<file path="src/sv/pstc_pkg.sv">
package pstc_pkg;

   localparam int ERROR_WIDTH = 24;

   localparam int GAIN_W    = 16;
   localparam int DRIVE_W   = 16;
   localparam int UNIT_W    = 7;
   localparam int THRESH_W  = 23;
   localparam int TIME_W    = 32;
   localparam int INTEG_W   = 10;
   localparam int Q_SHIFT   = 8;
   localparam int INTEG_LIMIT = 256;

   // derived datapath widths
   localparam int PROD_W  = ERROR_WIDTH + GAIN_W;
   localparam int P_W     = PROD_W - Q_SHIFT;
   localparam int DIFF_W  = ERROR_WIDTH + 1;
   localparam int DPROD_W = DIFF_W + GAIN_W;
   localparam int D_W     = DPROD_W - Q_SHIFT;
   localparam int SUM_W   = D_W + 2;
   localparam int CMP_W   = ((ERROR_WIDTH > THRESH_W) ? ERROR_WIDTH : THRESH_W) + 2;

   // register indexes
   localparam int CSR_IDX_W = 3;
   localparam logic [CSR_IDX_W-1:0] CSR_KP               = 3'd0;
   localparam logic [CSR_IDX_W-1:0] CSR_KI               = 3'd1;
   localparam logic [CSR_IDX_W-1:0] CSR_KD               = 3'd2;
   localparam logic [CSR_IDX_W-1:0] CSR_MAX_DRIVE        = 3'd3;
   localparam logic [CSR_IDX_W-1:0] CSR_MIN_DRIVE        = 3'd4;
   localparam logic [CSR_IDX_W-1:0] CSR_SETTLE_THRESHOLD = 3'd5;
   localparam logic [CSR_IDX_W-1:0] CSR_SETTLE_POWER     = 3'd6;
   localparam logic [CSR_IDX_W-1:0] CSR_TIMEOUT_MS       = 3'd7;

   localparam int CSR_DATA_W = 32;

   // register reset values
   localparam logic [GAIN_W-1:0]   KP_RESET        = 16'd256;
   localparam logic [GAIN_W-1:0]   KI_RESET        = 16'd0;
   localparam logic [GAIN_W-1:0]   KD_RESET        = 16'd1280;
   localparam logic [UNIT_W-1:0]   MAX_DRIVE_RESET = 7'd127;
   localparam logic [UNIT_W-1:0]   MIN_DRIVE_RESET = 7'd0;
   localparam logic [THRESH_W-1:0] THRESH_RESET    = 23'd256;
   localparam logic [UNIT_W-1:0]   POWER_RESET     = 7'd5;
   localparam logic [TIME_W-1:0]   TIMEOUT_RESET   = 32'd3000;

   // action codes
   localparam logic ACT_START  = 1'b0;
   localparam logic ACT_SAMPLE = 1'b1;

   typedef struct packed {
      logic                   action;
      logic [ERROR_WIDTH-1:0] error;
      logic [TIME_W-1:0]      now_ms;
   } req_type;

   typedef struct packed {
      logic [DRIVE_W-1:0] drive;
      logic               done_res;
      logic               timed_out;
   } rsp_type;

   typedef struct packed {
      logic [GAIN_W-1:0]   kp;
      logic [GAIN_W-1:0]   ki;
      logic [GAIN_W-1:0]   kd;
      logic [UNIT_W-1:0]   max_drive;
      logic [UNIT_W-1:0]   min_drive;
      logic [THRESH_W-1:0] settle_threshold;
      logic [UNIT_W-1:0]   settle_power;
      logic [TIME_W-1:0]   timeout_ms;
   } cfg_type;

   // controller state, current or next
   typedef struct packed {
      logic [INTEG_W-1:0]     integ;
      logic [ERROR_WIDTH-1:0] prev_err;
      logic [TIME_W-1:0]      start_time;
   } state_type;

endpackage

</file>
<file path="src/sv/pstc_csr.sv">
module pstc_csr
   import pstc_pkg::*;
(
   input  logic                  clock,
   input  logic                  reset,
   input  logic                  wr_en,
   input  logic [CSR_IDX_W-1:0]  wr_index,
   input  logic [CSR_DATA_W-1:0] wr_data,
   output cfg_type               cfg
);

   cfg_type cfg_ff;
   cfg_type cfg_in;

   always_comb begin
      cfg_in = cfg_ff;
      if (wr_en) begin
         unique case (wr_index)
            CSR_KP:               cfg_in.kp               = wr_data[GAIN_W-1:0];
            CSR_KI:               cfg_in.ki               = wr_data[GAIN_W-1:0];
            CSR_KD:               cfg_in.kd               = wr_data[GAIN_W-1:0];
            CSR_MAX_DRIVE:        cfg_in.max_drive        = wr_data[UNIT_W-1:0];
            CSR_MIN_DRIVE:        cfg_in.min_drive        = wr_data[UNIT_W-1:0];
            CSR_SETTLE_THRESHOLD: cfg_in.settle_threshold = wr_data[THRESH_W-1:0];
            CSR_SETTLE_POWER:     cfg_in.settle_power     = wr_data[UNIT_W-1:0];
            CSR_TIMEOUT_MS:       cfg_in.timeout_ms       = wr_data[TIME_W-1:0];
            default:              cfg_in = cfg_ff;
         endcase
      end
   end

   always_ff @(posedge clock) begin
      if (reset) begin
         cfg_ff.kp               <= KP_RESET;
         cfg_ff.ki               <= KI_RESET;
         cfg_ff.kd               <= KD_RESET;
         cfg_ff.max_drive        <= MAX_DRIVE_RESET;
         cfg_ff.min_drive        <= MIN_DRIVE_RESET;
         cfg_ff.settle_threshold <= THRESH_RESET;
         cfg_ff.settle_power     <= POWER_RESET;
         cfg_ff.timeout_ms       <= TIMEOUT_RESET;
      end else begin
         cfg_ff <= cfg_in;
      end
   end

   assign cfg = cfg_ff;

endmodule

</file>
<file path="src/sv/pstc_calc.sv">
module pstc_calc
   import pstc_pkg::*;
(
   input  req_type   item,
   input  cfg_type   cfg,
   input  state_type cur,
   output rsp_type   result,
   output state_type nxt
);

   logic signed [PROD_W-1:0]      p_prod;
   logic signed [PROD_W-1:0]      i_prod;
   logic signed [P_W-1:0]         p_term;
   logic signed [P_W-1:0]         i_term;
   logic signed [P_W:0]           i_sum;
   logic signed [INTEG_W-1:0]     i_clamp;
   logic signed [DIFF_W-1:0]      diff;
   logic signed [DPROD_W-1:0]     d_prod;
   logic signed [D_W-1:0]         d_term;
   logic signed [SUM_W-1:0]       total;
   logic signed [SUM_W-1:0]       limit;
   logic signed [DRIVE_W-1:0]     clamped;
   logic signed [DRIVE_W-1:0]     floor_v;
   logic signed [DRIVE_W-1:0]     drive;
   logic signed [DRIVE_W-1:0]     power_v;
   logic signed [CMP_W-1:0]       err_x;
   logic signed [CMP_W-1:0]       thr_x;
   logic        [TIME_W-1:0]      elapsed;
   logic                          settled;
   logic                          expired;
   logic                          done;

   // three independent products, each shifted down by the Q8.8 gain scale
   assign p_prod = $signed(cfg.kp) * $signed(item.error);
   assign i_prod = $signed(cfg.ki) * $signed(item.error);
   assign p_term = p_prod[PROD_W-1:Q_SHIFT];
   assign i_term = i_prod[PROD_W-1:Q_SHIFT];

   assign diff   = DIFF_W'($signed(item.error)) - DIFF_W'($signed(cur.prev_err));
   assign d_prod = $signed(cfg.kd) * diff;
   assign d_term = d_prod[DPROD_W-1:Q_SHIFT];

   assign i_sum = (P_W+1)'($signed(cur.integ)) + (P_W+1)'(i_term);

   always_comb begin
      if (i_sum > (P_W+1)'(INTEG_LIMIT)) begin
         i_clamp = INTEG_W'(INTEG_LIMIT);
      end else if (i_sum < -(P_W+1)'(INTEG_LIMIT)) begin
         i_clamp = -INTEG_W'(INTEG_LIMIT);
      end else begin
         i_clamp = i_sum[INTEG_W-1:0];
      end
   end

   assign total = SUM_W'(p_term) + SUM_W'(i_clamp) + SUM_W'(d_term);
   assign limit = SUM_W'({cfg.max_drive, {Q_SHIFT{1'b0}}});

   always_comb begin
      if (total > limit) begin
         clamped = limit[DRIVE_W-1:0];
      end else if (total < -limit) begin
         clamped = -limit[DRIVE_W-1:0];
      end else begin
         clamped = total[DRIVE_W-1:0];
      end
   end

   // raise a small positive drive to the floor, applied after the clamp
   assign floor_v = {1'b0, cfg.min_drive, {Q_SHIFT{1'b0}}};
   assign drive   = (clamped > 0 && clamped < floor_v) ? floor_v : clamped;

   assign err_x   = CMP_W'($signed(item.error));
   assign thr_x   = CMP_W'(cfg.settle_threshold);
   assign power_v = {1'b0, cfg.settle_power, {Q_SHIFT{1'b0}}};
   assign settled = (err_x < thr_x) && (err_x > -thr_x) && (drive <= power_v);

   assign elapsed = item.now_ms - cur.start_time;
   assign expired = elapsed >= cfg.timeout_ms;
   assign done    = settled || expired;

   always_comb begin
      if (item.action == ACT_START) begin
         result.drive     = '0;
         result.done_res  = 1'b0;
         result.timed_out = 1'b0;
         nxt.integ        = cur.integ;
         nxt.prev_err     = '0;
         nxt.start_time   = item.now_ms;
      end else begin
         result.drive     = drive;
         result.done_res  = done;
         result.timed_out = expired && !settled;
         nxt.integ        = i_clamp;
         nxt.prev_err     = done ? cur.prev_err : item.error;
         nxt.start_time   = cur.start_time;
      end
   end

endmodule

</file>
<file path="src/sv/pid_settle_timeout_controller.sv">
// PID drive controller with settle and timeout detection.
//
// Channels: req_* carries one transaction per start or sample (action, Q.8
// error, millisecond time stamp); rsp_* returns exactly one transaction per
// request (Q8.8 drive, done_res, timed_out) in request order. csr_* writes
// one of the eight gain/limit registers; csr_ready is always high, and
// registers should only be written while no transaction is in flight.
//
// Path: an accepted request is held in the request register, then moves
// to the response register and onto rsp_*. Throughput: one transaction per
// cycle while rsp_ready is high. The whole P/I/D computation sits in one
// combinational pass between the request and response registers, and
// the controller state (integral, previous error, start time) updates on
// the response capture edge, so the next request sees it without a bubble.
//
// Reset: synchronous, clears the valid flags, the integral, the previous
// error and the start time, and loads the register defaults.
// Stall: when rsp_ready is low the response holds; one more request can be
// captured in the request register, after which req_ready drops.
module pid_settle_timeout_controller
   import pstc_pkg::*;
(
   input  logic                  clock,
   input  logic                  reset,

   input  logic                  req_valid,
   output logic                  req_ready,
   input  req_type               req_data,

   output logic                  rsp_valid,
   input  logic                  rsp_ready,
   output rsp_type               rsp_data,

   input  logic                  csr_valid,
   output logic                  csr_ready,
   input  logic [CSR_IDX_W-1:0]  csr_index,
   input  logic [CSR_DATA_W-1:0] csr_data
);

   cfg_type   cfg;

   logic      in_valid_ff;
   logic      in_valid_in;
   req_type   in_data_ff;

   logic      out_valid_ff;
   logic      out_valid_in;
   rsp_type   out_data_ff;

   state_type state_ff;
   state_type state_in;
   state_type calc_state;
   rsp_type   calc_rsp;

   logic      advance;
   logic      req_take;

   // register file always takes the write
   assign csr_ready = 1'b1;

   pstc_csr u_csr (
      .clock    (clock),
      .reset    (reset),
      .wr_en    (csr_valid),
      .wr_index (csr_index),
      .wr_data  (csr_data),
      .cfg      (cfg)
   );

   pstc_calc u_calc (
      .item   (in_data_ff),
      .cfg    (cfg),
      .cur    (state_ff),
      .result (calc_rsp),
      .nxt    (calc_state)
   );

   // advance the held request when the response slot is empty or draining
   assign advance   = in_valid_ff && (!out_valid_ff || rsp_ready);
   assign req_ready = !in_valid_ff || advance;
   assign req_take  = req_valid && req_ready;

   assign in_valid_in  = req_take || (in_valid_ff && !advance);
   assign out_valid_in = advance || (out_valid_ff && !rsp_ready);
   // commit state only as the transaction moves into the response register
   assign state_in     = advance ? calc_state : state_ff;

   always_ff @(posedge clock) begin
      if (reset) begin
         in_valid_ff  <= 1'b0;
         out_valid_ff <= 1'b0;
         state_ff     <= '0;
      end else begin
         in_valid_ff  <= in_valid_in;
         out_valid_ff <= out_valid_in;
         state_ff     <= state_in;
      end
   end

   // payload registers: request loads on take, response on advance, hold otherwise
   always_ff @(posedge clock) begin
      if (req_take) begin
         in_data_ff <= req_data;
      end
      if (advance) begin
         out_data_ff <= calc_rsp;
      end
   end

   assign rsp_valid = out_valid_ff;
   assign rsp_data  = out_data_ff;

endmodule
</file>
<file path="config.mk">
export PLATFORM = sky130hd
export DESIGN_NAME = pid_settle_timeout_controller
export DESIGN_NICKNAME = d
export VERILOG_FILES = /design/src/sv/pstc_pkg.sv /design/src/sv/pstc_csr.sv /design/src/sv/pstc_calc.sv /design/src/sv/pid_settle_timeout_controller.sv
export SDC_FILE = /design/constraint.sdc
export NUM_CORES = 2
export LEC_CHECK = 0
export ABC_CLOCK_PERIOD_IN_PS = 26000
export BUFFER_PORTS_ARGS = -buffer_cell sky130_fd_sc_hd__buf_4
export CAP_MARGIN = 40
export CORE_MARGIN = 2
export CORE_UTILIZATION = 30
export CTS_CLUSTER_SIZE = 16
export DETAILED_ROUTE_END_ITERATION = 10
export SYNTH_ARGS = -nofsm -noshare
export SYNTH_HDL_FRONTEND = slang
export SYNTH_SLANG_ARGS = --single-unit
</file>
<file path="constraint.sdc">
create_clock -name clock -period 26 [get_ports clock]
set_input_delay 3.9 -clock clock [delete_from_list [all_inputs] [get_ports clock]]
set_output_delay 3.9 -clock clock [all_outputs]
set_load 0.005 [all_outputs]
</file>
==> impl_metrics.tcl <==
set metrics [dict create \
    r2r_start "u_csr.cfg[107]$_SDFFE_PP0P_" \
    synth-seq-cells 267 \
    cts_buffer_depth 3 \
    grt-ovfl-total 0 \
    cp_slowest_cell "clkinv_1" \
    critPathLaunchType "flop" \
    endpoint_kind "flop" \
    synth_cell_type_count 91 \
    first_pass_iters 6 \
    hp-class "flop to flop" \
    crit_path_start "u_csr.cfg[107]$_SDFFE_PP0P_" \
    synthArstFlopShare 0 \
    dr.first_iter.drc_count 2958 \
    r2r_cells 79 \
    cpMostUsedCell "fa_1" \
    syn_nets 8626 \
    clock_sinks 267 \
    vias 46100 \
    final_common_cell "inv_1" \
    synth_top_family_by_area "adder cells" \
    cts_htree_levels 2 \
    dpl_cell_area_um2 64500 \
    min_path_cells 2 \
    final_cell_mix "inv_1 (1379), fa_1 (1147), nand2_1 (1027)" \
    io_pins 118 \
    netlist_area_um2 60100 \
    synth_xor_area_frac 0.0347 \
    row_count 164 \
    slew_violations 0 \
    yosys_warnings 0 \
    slowest_delay_ps 840 \
    worstReg2RegEnd "state_ff[34]$_SDFFE_PP0P_" \
    io_buffers 116 \
    synth-simple-area-share 0.170 \
    fin_setup_tns_ps 0 \
    cts_tree "yes" \
    hold_viol_final 0 \
    min_period_ps 22830 \
    clock.fmax_mhz 43.8 \
    grt_max_degree 71 \
    detailed_place_hpwl_um 135000 \
    cp.required_ps 26470 \
    antenna_found_initial 8 \
    cts-resized-gates 0 \
    fin_nets 8628 \
    reg2reg_slack_ps 3170 \
    fin_ws_ps 3170 \
    ys_seq_area_frac 0.101 \
    post-route-period-util 0.878 \
    viasPerCell 4.84 \
    grt_util_all_layers 0.169 \
    layout-drive-gt1-share 0.0546 \
    wl_um 170000 \
    pre_cts_slack_ps 3720 \
    drc_errors 0 \
    postCtsSetupBuffers 0 \
    path_class "flop to flop" \
    crit_fanout 26 \
    muxShareOfSynthArea 0.00466 \
    initial_utilization 0.301 \
    setup_viol_count_final 0 \
    die_w_um 452 \
    tightest_slew_ps 980 \
    cp-endpoint "state_ff[34]$_SDFFE_PP0P_" \
    cts_root_buffer "clkbuf_16" \
    die_h_um 452 \
    wl_per_cell_um 17.8 \
    grt_pass1_vias 48500 \
    ant_nets 0 \
    fin_skew_ps 26.9 \
    whs_ps 454 \
    synthAdderAreaFrac 0.499 \
    synth_top_flop_cell "dfxtp_1" \
    relSlewSlack 0.341 \
    cap_violations 0 \
    numCtsBuffers 36 \
    grt_pass1_wl_um 274000 \
    postCtsHoldBufs 0 \
    rsz0062_at_grt "no" \
    core_um2 199000 \
    syn_avg_cell_area_um2 8.82 \
    area_delta_synth_final_pct 9.21 \
    dieArea_um2 204000 \
    syn-instance-count 6821 \
    arrival_ps 23310 \
    outcome "completed" \
    final_area_um2 65700 \
    place.gp.congestion 0.899 \
    synth_enable_flop_cells 75 \
    synth_compound_area_frac 0.0865 \
    clk_pin_slew_worst_paths_ps 60 \
    clk_latency_ps 600 \
]
## layout make-up
cell class,count,area [um^2]
well taps,2656,3320
fillers,20700,134000
flip-flops and latches,267,6100
multi-input cells,4890,47900
repair buffers,246,1990
inverters,1382,5190
clock inverters,19,149
clock buffers,47,1010
diodes,4,10.0
## worst min-delay path by stage
stage	start	endpoint	slack [ps]
2_1_floorplan	state_ff[61]$_SDFFE_PP0P_	state_ff[61]$_SDFFE_PP0P_	430
3_3_place_gp	state_ff[21]$_SDFFE_PP0P_	state_ff[21]$_SDFFE_PP0P_	440
3_5_place_dp	state_ff[11]$_SDFFE_PP0P_	state_ff[11]$_SDFFE_PP0P_	450
4_1_cts	state_ff[11]$_SDFFE_PP0P_	state_ff[11]$_SDFFE_PP0P_	450
5_1_grt	u_csr.cfg[58]$_SDFFE_PP0P_	u_csr.cfg[58]$_SDFFE_PP0P_	470
6_report	state_ff[12]$_SDFFE_PP0P_	state_ff[12]$_SDFFE_PP0P_	450
## flip-flops by register name (all words and copies together), names as in the netlist
register,count
rsp_valid,1
state_ff,66
u_csr.cfg,124
in_valid_ff,1
in_data_ff,57
rsp_data,18
## cells in the mapped netlist (9+ instances only)
cell	instances	area [um^2]
o31a_1	10	87.6
xnor2_1	181	1590
nor2_1	209	785
or3_1	22	138
inv_1	1379	5180
a22o_1	30	263
a31oi_1	12	75.1
nand3b_1	16	120
a21boi_0	14	105
or2_2	17	106
and2_1	442	2770
buf_1	9	33.8
dfxtp_1	192	3840
clkbuf_1	266	998
o211ai_1	14	105
o21a_1	50	375
nand4_1	38	238
nand3_1	54	270
edfxtp_1	75	2250
mux2i_1	19	190
a21o_1	105	788
nor4_1	25	156
nand2b_1	94	588
ha_1	561	7020
xor2_1	54	473
a21oi_1	277	1390
nor3_1	68	340
a211o_1	22	193
nand2_1	1027	3850
nor2b_1	64	400
o21bai_1	19	143
fa_1	1147	23000
and3_1	24	150
o21ai_0	108	541
a211oi_1	23	173
o31ai_1	12	90.1
## cells by family (layout without fill, tap and decap cells)
kind of cell	Yosys count	count (layout)
simple gates	2134	2134
fa+ha+maj	1708	1708
buf+inv	1664	1694
compound gates	784	784
flops	267	267
xor+xnor	236	236
mux	27	27
other cells	1	5
## layer usage
metal | routed length, um | up-vias | share of wire | GRT usage
met5 | 21 | - | 0.00012 | 0
met4 | 4120 | 4 | 0.024 | 0.0378
met3 | 10600 | 197 | 0.063 | 0.0238
met2 | 81200 | 1261 | 0.48 | 0.286
met1 | 73800 | 23600 | 0.43 | 0.228
li1 | - | 21000 | - | -
## metrics by stage
step                      std cells  utilization
after CTS                      9507        0.329
after floorplan                6821            -
after global placement         9414        0.322
final                          9511        0.329
after detailed placement       9441        0.323
after global routing           9508        0.329
## worst max-delay path, delay by kind of cell (launching register included)
| family | cells | cell delay (ps) |
|---|---|---|
| compound gates | 30 | 6660 |
| fa+ha+maj | 14 | 5630 |
| flops | 1 | 700 |
| xor+xnor | 1 | 650 |
| buf+inv | 9 | 2320 |
| mux | 1 | 420 |
| simple gates | 24 | 6230 |
Power is not shown: default switching activity piles up to over one toggle a cycle in this logic, so the estimate is an artifact.
